File: src/leb_pkg.sv
// line edit buffer package: sizes, opcodes and the controller/datapath interface types
// no dependencies
`default_nettype none

package leb_pkg;

  localparam int LINE_MAX = 128;
  localparam int CNT_W    = $clog2(LINE_MAX);
  localparam int POS_W    = 8;
  localparam int CH_W     = 8;
  localparam int OUT_W    = 7;
  localparam int COL_W    = 8;
  localparam int PRM_W    = 5;
  localparam int PADDR_W  = 3;
  localparam int PDATA_W  = 32;

  localparam logic [PRM_W-1:0] PROMPT_RESET = 5'd2;
  localparam logic             REG_PROMPT   = 1'b0;

  typedef enum logic [2:0] {
    OP_INSERT    = 3'd0,
    OP_BACKSPACE = 3'd1,
    OP_LEFT      = 3'd2,
    OP_RIGHT     = 3'd3,
    OP_SET       = 3'd4,
    OP_CLEAR     = 3'd5,
    OP_READ      = 3'd6
  } op_e;

  typedef struct packed {
    logic load;
    logic shift_init;
    logic shift_step;
    logic commit;
  } leb_cmd_t;

  typedef struct packed {
    logic do_shift;
    logic shift_last;
    logic out_free;
  } leb_status_t;

endpackage

`default_nettype wire

File: src/leb_ctrl.sv
// line edit buffer controller: sequences load, tail shift and commit of one word
// depends on leb_pkg
`default_nettype none

module leb_ctrl
  import leb_pkg::*;
(
  input  wire logic        clk_i,
  input  wire logic        rst_ni,
  input  wire logic        in_valid_i,
  output logic             in_stall_o,
  input  wire leb_status_t status_i,
  output leb_cmd_t         cmd_o
);

  typedef enum logic [4:0] {
    ST_IDLE  = 5'b00001,
    ST_EXEC  = 5'b00010,
    ST_SHIFT = 5'b00100,
    ST_DRAIN = 5'b01000,
    ST_FINAL = 5'b10000
  } state_e;

  state_e state_q, state_d;

  always_ff @(posedge clk_i or negedge rst_ni) begin
    if (!rst_ni) begin
      state_q <= ST_IDLE;
    end else begin
      state_q <= state_d;
    end
  end

  assign in_stall_o = (state_q != ST_IDLE);

  always_comb begin
    state_d = state_q;
    cmd_o   = '0;
    unique case (state_q)
      ST_IDLE: begin
        if (in_valid_i) begin
          cmd_o.load = 1'b1;
          state_d    = ST_EXEC;
        end
      end
      ST_EXEC: begin
        if (status_i.do_shift) begin
          cmd_o.shift_init = 1'b1;
          state_d          = ST_SHIFT;
        end else begin
          state_d = ST_FINAL;
        end
      end
      ST_SHIFT: begin
        cmd_o.shift_step = 1'b1;
        if (status_i.shift_last) begin
          state_d = ST_DRAIN;
        end
      end
      ST_DRAIN: begin
        state_d = ST_FINAL;
      end
      ST_FINAL: begin
        if (status_i.out_free) begin
          cmd_o.commit = 1'b1;
          state_d      = ST_IDLE;
        end
      end
      default: begin
        state_d = ST_IDLE;
      end
    endcase
  end

endmodule

`default_nettype wire

File: src/leb_datapath.sv
// line edit buffer datapath: text store, fill and cursor counters, shift pipe, output register
// depends on leb_pkg
`default_nettype none

module leb_datapath
  import leb_pkg::*;
(
  input  wire logic             clk_i,
  input  wire logic             rst_ni,
  input  wire leb_cmd_t         cmd_i,
  output leb_status_t           status_o,
  input  wire logic [2:0]       op_i,
  input  wire logic [CH_W-1:0]  ch_i,
  input  wire logic [POS_W-1:0] position_i,
  input  wire logic [PRM_W-1:0] prompt_i,
  output logic                  out_valid_o,
  input  wire logic             out_stall_i,
  output logic                  status_bit_o,
  output logic [OUT_W-1:0]      cursor_now_o,
  output logic [OUT_W-1:0]      length_now_o,
  output logic [CH_W-1:0]       char_out_o,
  output logic [COL_W-1:0]      column_o
);

  logic [CH_W-1:0]  mem [LINE_MAX];

  op_e              op_q;
  logic [CH_W-1:0]  ch_q;
  logic [POS_W-1:0] pos_q;
  logic [CNT_W-1:0] fill_q, fill_d;
  logic [CNT_W-1:0] cur_q, cur_d;
  logic [CNT_W-1:0] src_q;
  logic [CNT_W-1:0] wdst_q;
  logic             pend_q;
  logic [CH_W-1:0]  rdata_q;
  logic [CNT_W-1:0] rd_addr;
  logic             is_ins;
  logic             ins_ok;
  logic             bs_ok;
  logic             refused;
  logic [CH_W-1:0]  got;
  logic [COL_W:0]   col_sum;
  logic             out_valid_q;

  assign is_ins = (op_q == OP_INSERT);
  assign ins_ok = (fill_q != CNT_W'(LINE_MAX - 1));
  assign bs_ok  = (cur_q != '0);

  assign status_o.do_shift   = ((is_ins && ins_ok) || (op_q == OP_BACKSPACE && bs_ok))
                               && (fill_q != cur_q);
  assign status_o.shift_last = is_ins ? (src_q == cur_q) : (src_q == fill_q - CNT_W'(1));
  assign status_o.out_free   = !out_valid_q || !out_stall_i;

  // input word latch
  always_ff @(posedge clk_i) begin
    if (cmd_i.load) begin
      op_q  <= op_e'(op_i);
      ch_q  <= ch_i;
      pos_q <= position_i;
    end
  end

  // shift source walk
  always_ff @(posedge clk_i) begin
    if (cmd_i.shift_init) begin
      src_q <= is_ins ? fill_q - CNT_W'(1) : cur_q;
    end else if (cmd_i.shift_step) begin
      src_q <= is_ins ? src_q - CNT_W'(1) : src_q + CNT_W'(1);
    end
  end

  always_ff @(posedge clk_i or negedge rst_ni) begin
    if (!rst_ni) begin
      pend_q <= 1'b0;
    end else begin
      pend_q <= cmd_i.shift_step;
    end
  end

  always_ff @(posedge clk_i) begin
    wdst_q <= is_ins ? src_q + CNT_W'(1) : src_q - CNT_W'(1);
  end

  // text store: one read and one write port
  assign rd_addr = cmd_i.shift_step ? src_q : pos_q[CNT_W-1:0];

  always_ff @(posedge clk_i) begin
    rdata_q <= mem[rd_addr];
  end

  always_ff @(posedge clk_i) begin
    if (pend_q) begin
      mem[wdst_q] <= rdata_q;
    end else if (cmd_i.commit && is_ins && ins_ok) begin
      mem[cur_q] <= ch_q;
    end
  end

  // counter update at commit
  always_comb begin
    fill_d  = fill_q;
    cur_d   = cur_q;
    refused = 1'b0;
    got     = '0;
    case (op_q)
      OP_INSERT: begin
        if (ins_ok) begin
          fill_d = fill_q + CNT_W'(1);
          cur_d  = cur_q + CNT_W'(1);
        end else begin
          refused = 1'b1;
        end
      end
      OP_BACKSPACE: begin
        if (bs_ok) begin
          fill_d = fill_q - CNT_W'(1);
          cur_d  = cur_q - CNT_W'(1);
        end else begin
          refused = 1'b1;
        end
      end
      OP_LEFT: begin
        if (bs_ok) begin
          cur_d = cur_q - CNT_W'(1);
        end
      end
      OP_RIGHT: begin
        if (cur_q < fill_q) begin
          cur_d = cur_q + CNT_W'(1);
        end
      end
      OP_SET: begin
        cur_d = (pos_q > POS_W'(fill_q)) ? fill_q : pos_q[CNT_W-1:0];
      end
      OP_CLEAR: begin
        fill_d = '0;
        cur_d  = '0;
      end
      OP_READ: begin
        if (pos_q < POS_W'(fill_q)) begin
          got = rdata_q;
        end
      end
      default: begin
        fill_d = fill_q;
      end
    endcase
  end

  assign col_sum = (COL_W+1)'(cur_d) + (COL_W+1)'(prompt_i) + (COL_W+1)'(1);

  always_ff @(posedge clk_i or negedge rst_ni) begin
    if (!rst_ni) begin
      fill_q <= '0;
      cur_q  <= '0;
    end else if (cmd_i.commit) begin
      fill_q <= fill_d;
      cur_q  <= cur_d;
    end
  end

  // output word register
  always_ff @(posedge clk_i or negedge rst_ni) begin
    if (!rst_ni) begin
      out_valid_q <= 1'b0;
    end else if (cmd_i.commit) begin
      out_valid_q <= 1'b1;
    end else if (!out_stall_i) begin
      out_valid_q <= 1'b0;
    end
  end

  always_ff @(posedge clk_i) begin
    if (cmd_i.commit) begin
      status_bit_o <= refused;
      cursor_now_o <= OUT_W'(cur_d);
      length_now_o <= OUT_W'(fill_d);
      char_out_o   <= got;
      column_o     <= col_sum[COL_W-1:0];
    end
  end

  assign out_valid_o = out_valid_q;

  a_cursor_in_line: assert property (@(posedge clk_i) disable iff (!rst_ni)
    cur_q <= fill_q)
    else $error("cursor beyond fill count");

  a_fill_bound: assert property (@(posedge clk_i) disable iff (!rst_ni)
    fill_q <= CNT_W'(LINE_MAX - 1))
    else $error("fill count beyond capacity");

  a_commit_no_pend: assert property (@(posedge clk_i) disable iff (!rst_ni)
    cmd_i.commit |-> !pend_q)
    else $error("commit while a shift write is pending");

  a_commit_slot: assert property (@(posedge clk_i) disable iff (!rst_ni)
    cmd_i.commit |-> (!out_valid_q || !out_stall_i))
    else $error("commit overwrites an untaken word");

  a_shift_needed: assert property (@(posedge clk_i) disable iff (!rst_ni)
    cmd_i.shift_init |-> status_o.do_shift)
    else $error("shift started without a tail to move");

endmodule

`default_nettype wire

File: src/line_edit_buffer_core.sv
// line edit buffer top level: configuration port, controller and datapath
// depends on leb_pkg, leb_ctrl, leb_datapath
// an insert or backspace that moves a tail of n characters (n up to 126) runs a shift loop
// over the text store's one read and one write port before its result word is committed
// input: a new word is accepted only after the previous word's result has been committed
// reset: fill count and cursor clear to zero, prompt length to 2, store contents stay undefined
`default_nettype none

module line_edit_buffer_core
  import leb_pkg::*;
(
  input  wire logic               clk_i,
  input  wire logic               rst_ni,
  input  wire logic               psel,
  input  wire logic               penable,
  input  wire logic               pwrite,
  input  wire logic [PADDR_W-1:0] paddr,
  input  wire logic [PDATA_W-1:0] pwdata,
  output logic [PDATA_W-1:0]      prdata,
  output logic                    pready,
  input  wire logic               in_valid_i,
  output logic                    in_stall_o,
  input  wire logic [2:0]         op_i,
  input  wire logic [CH_W-1:0]    ch_i,
  input  wire logic [POS_W-1:0]   position_i,
  output logic                    out_valid_o,
  input  wire logic               out_stall_i,
  output logic                    status_o,
  output logic [OUT_W-1:0]        cursor_now_o,
  output logic [OUT_W-1:0]        length_now_o,
  output logic [CH_W-1:0]         char_out_o,
  output logic [COL_W-1:0]        column_o
);

  leb_cmd_t        cmd;
  leb_status_t     dp_status;
  logic [PRM_W-1:0] prompt_q;
  logic             reg_sel;

  // register file
  assign pready  = 1'b1;
  assign reg_sel = (paddr[PADDR_W-1] == REG_PROMPT);
  assign prdata  = reg_sel ? PDATA_W'(prompt_q) : '0;

  always_ff @(posedge clk_i or negedge rst_ni) begin
    if (!rst_ni) begin
      prompt_q <= PROMPT_RESET;
    end else if (psel && penable && pwrite && pready && reg_sel) begin
      prompt_q <= pwdata[PRM_W-1:0];
    end
  end

  leb_ctrl u_ctrl (
    .clk_i      (clk_i),
    .rst_ni     (rst_ni),
    .in_valid_i (in_valid_i),
    .in_stall_o (in_stall_o),
    .status_i   (dp_status),
    .cmd_o      (cmd)
  );

  leb_datapath u_datapath (
    .clk_i        (clk_i),
    .rst_ni       (rst_ni),
    .cmd_i        (cmd),
    .status_o     (dp_status),
    .op_i         (op_i),
    .ch_i         (ch_i),
    .position_i   (position_i),
    .prompt_i     (prompt_q),
    .out_valid_o  (out_valid_o),
    .out_stall_i  (out_stall_i),
    .status_bit_o (status_o),
    .cursor_now_o (cursor_now_o),
    .length_now_o (length_now_o),
    .char_out_o   (char_out_o),
    .column_o     (column_o)
  );

endmodule

`default_nettype wire

File: config.mk
export PLATFORM = sky130hd
export DESIGN_NAME = line_edit_buffer_core
export DESIGN_NICKNAME = d
export VERILOG_FILES = /design/src/leb_pkg.sv /design/src/leb_ctrl.sv /design/src/leb_datapath.sv /design/src/line_edit_buffer_core.sv
export SDC_FILE = /design/constraint.sdc
export NUM_CORES = 2
export LEC_CHECK = 0
export ABC_AREA = 1
export BUFFER_PORTS_ARGS = -buffer_cell sky130_fd_sc_hd__buf_4
export CORE_UTILIZATION = 35
export CTS_BUF_LIST = sky130_fd_sc_hd__clkbuf_4 sky130_fd_sc_hd__clkbuf_8
export DETAILED_ROUTE_END_ITERATION = 7
export GPL_TIMING_DRIVEN = 0
export MAX_ROUTING_LAYER = met4
export PLACE_DENSITY = 0.56
export RECOVER_POWER = 50
export SLEW_MARGIN = 5
export SYNTH_ARGS = -nofsm -noshare
export SYNTH_HDL_FRONTEND = slang
export SYNTH_SLANG_ARGS = --single-unit
File: constraint.sdc
create_clock -name clk_i -period 9.3 [get_ports clk_i]
set_clock_uncertainty 0.15 [all_clocks]
set_input_delay 1.395 -clock clk_i [delete_from_list [all_inputs] [get_ports clk_i]]
set_output_delay 1.395 -clock clk_i [all_outputs]
set_load 0.005 [all_outputs]
==> out/summary.txt <==
outcome - finished, violations left
failing checks - DRC, capacitance limit, slew limit
area occupied by multi-input gates - 12400 um2
Util after Layout - 40.3%
delay-heaviest family, CP - buffers and inverters
initial core utilization - 35.3%
Critical Path End Type - flip-flop
storage element area - 33400 um2
Vias per Instance - 5.08
worst rel slew slack - -64.8%
max cap viols - 11
drt initial violations - 4985
Worst path slowest cell - clkbuf_1
post-layout minimum cycle time - 6.78 ns
Buf/Inv on CP - 8
antenna violations before repair - 9
fillers - 14200
crit path cell chain - ha_1 > nand2_1 > inv_1 > nand2_1 > nor2_1 > nor2_1 > clkinv_1 > nor2_1 > nand2_4 > clkbuf_1 > clkbuf_1 > clkbuf_1 > a21oi_1 > clkbuf_1 > buf_12 > clkbuf_1
Core ar. - 144000 um2
via count - 38100
grt met1 use - 31.9%
M2 GR Usage - 37.0%
Clk network pwr share - 28.0%
PortBufs - 69
WP data arrival - 7.23 ns
Final Max Slew Viols - 218
Ys Warns - 0
RePlAce Congestion - 0.965
Worst-Margin Slew - 2.47 ns
highest clock rate - 0.148 GHz
#FFs+latches synth - 1122
Sink Count - 1122
Final ANT Viol Nets - 0
CP Max Fanout - 26
Worst path max stage delay - 1.31 ns
share of layout cells above drive strength 1 - 9.01%
grt total ovfl - 0
mean post-synth cell area - 9.93 um2
Critical Path RT - 9.75 ns
M3 GR Usage - 5.58%
Switching Fraction - 37.2%
Syn Inst Count - 5110
vias in the first global route - 35200
Worst Setup Slack, final - 2.52 ns
most frequent CP cell - clkbuf_1
GRT Util Overall - 24.7%
area of the die - 147000 um2
Synth area leader - edfxtp_1
asr flop ratio synth - 2.32%
Final Power - 15.6 mW
Final Hold Fails - 0
Pre-Repair DR Iteration Count - 8
top cells by area, synth - edfxtp_1 (64%), nand3_1 (9.7%), nand2_1 (9.4%)
WL final - 178 mm
I/O pin count - 127
Post-CTS Resized - 0
hold crit path type - flip-flop to flip-flop
Die Width - 383 um
Most Crowded Layer GR - met2
clk slew on worst S/H paths - 0.06 ns
top post-synthesis cells by count - nand2_1 (1273), edfxtp_1 (1081), inv_1 (985), nand3_1 (979), nor2_1 (192)
H-tree levels - 4
Root Buffer - clkbuf_8
sequential fraction of design power - 41.4%
Power Density - 269 nW/um2
EDFF count, synth - 1081
Placed Area - 54900 um2
cell row count - 139
die height - 383 um
postcts setup bufs - 0
combinational fraction of design power - 30.6%
Yosys cell types - 48
post-place setup slack - 4.13 ns
Synth Flop Type - edfxtp_1
critical setup path kind - flip-flop to flip-flop
Startpoint Class - flip-flop
Setup TNS - 0 ns
Pleak - 24.5 nW
Worst-Skew Late Latency - 0.96 ns
Layout Nets - 5526
RSZ-0062 raised after global routing - false
Pint - 9.78 mW
fin crit share - 72.9%
worst-case clock buffer depth - 3
CTS buffer count - 188
register area share after synthesis - 65.8%
dpl hpwl - 124 mm
synthesized cell area - 50700 um2
Final Instance Area - 57900 um2
# hold bufs at CTS - 0
sw power - 5.81 mW
Area Overhead vs Synth - 14.1%
Final setup viols - 0
largest net degree at the start of global routing - 41
Peak VDD IR - 0.000167 V
first-pass GRT wire length - 250 mm
most frequent cell after synthesis - nand2_1
DR DRC count - 36
WL per Instance - 23.7 um
CTS tree - built
top cell type's share of synthesized area - 64.0%
-- logic make-up after synthesis --
family	Yosys count	synth area share, %
AO/OA/AOI/OAI	137	1.60
AND/OR/NAND/NOR	2516	21.5
other	2	0.0148
XOR/XNOR	31	0.535
buffers and inverters	1275	9.82
flip-flops	1122	65.8
adder cells (fa/ha/maj)	27	0.680
-- final cells by class --
| class | count | share of cell area [%] |
|---|---|---|
| Clock buffer | 268 | 5.62 |
| Tap cell | 1903 | 4.11 |
| Inverter | 999 | 6.48 |
| Buffer | 276 | 2.10 |
| Sequential cell | 1122 | 57.7 |
| Timing Repair Buffer | 112 | 1.88 |
| Antenna cell | 12 | 0.0518 |
| Multi-Input combinational cell | 2739 | 21.4 |
| Clock inverter | 67 | 0.635 |
-- routing by layer --
layer | wire (um) | vias up
met5 | 0 | -
met4 | 7720 | 0
met3 | 17900 | 432
met2 | 79900 | 2110
met1 | 72600 | 18300
li1 | - | 17300
-- worst register-to-register path: cells and delay by family, from the launching register on --
family	cells	cell delay [ns]
buffers and inverters	8	3.50
AND/OR/NAND/NOR	6	0.88
flip-flops	1	0.51
adder cells (fa/ha/maj)	1	0.28
AO/OA/AOI/OAI	1	1.14
-- power groups by stage --
stage,logic (mW),registers [mW],clock network [mW]
floorplan,2.33,6.66,0
global placement,4.30,6.98,0
detailed placement,4.86,6.53,0
CTS,4.88,6.43,4.39
global route,5.01,6.46,4.60
finish,4.77,6.45,4.36
-- per-stage QoR --
stage	hold slack (ns)	instances
after floorplan	0.337	5136
after global placement	0.362	7108
after detailed placement	0.356	7151
after CTS	0.193	7486
after global routing	0.400	7492
final	0.365	7498
-- layout by cell type (no fill, tap or decap), types with 4 or more instances in the layout --
master | netlist | routed
o21ai_0 | 54 | 55
dfxtp_1 | 15 | 15
clkinvlp_4 | 0 | 4
nand2_1 | 1273 | 1280
inv_1 | 985 | 986
buf_4 | 29 | 39
clkbuf_8 | 0 | 199
nand3_1 | 979 | 980
o21ai_1 | 7 | 5
ha_1 | 26 | 26
o211ai_1 | 25 | 25
nor3_1 | 8 | 8
edfxtp_1 | 1081 | 1081
nand4_1 | 19 | 19
clkbuf_4 | 0 | 118
buf_2 | 58 | 57
nand2_2 | 12 | 5
o21ai_2 | 4 | 5
clkbuf_1 | 137 | 171
nor2_2 | 8 | 4
buf_12 | 0 | 13
a21oi_1 | 33 | 32
nor2_1 | 192 | 199
inv_8 | 0 | 4
nand3b_1 | 9 | 9
clkinv_2 | 0 | 14
xor2_1 | 29 | 29
nor3_2 | 5 | 5
clkinv_1 | 1 | 43
buf_16 | 0 | 10
buf_1 | 50 | 49
dfrtp_1 | 24 | 24
diode_2 | 0 | 12
conb_1 | 2 | 28
inv_2 | 12 | 9
-- path summary, 6_finish.rpt --
check	startpoint	endpoint	slack [ns]	cells past startpoint
max in group asynchronous	rst_ni	prompt_q[4]	7.30	1
worst min register to register	u_datapath.out_valid_o	u_datapath.out_valid_o	0.37	2
worst min-delay path	u_datapath.out_valid_o	u_datapath.out_valid_o	0.37	2
min in group asynchronous	rst_ni	u_ctrl.state_q[2]	0.73	1
worst max register to register	u_datapath.fill_q[0]	u_datapath.mem[127][3]	2.52	16
worst max-delay path	u_datapath.fill_q[0]	u_datapath.mem[127][3]	2.52	16
-- flip-flops by register name (all words and copies together), names as in the netlist, 8 cells and up --
register               flops
u_datapath.mem          1024
u_datapath.column_o        8
u_datapath.rdata_q         8
u_datapath.ch_q            8
u_datapath.char_out_o      8
u_datapath.pos_q           8
No activity file was read; power rests on OpenSTA's default activity.
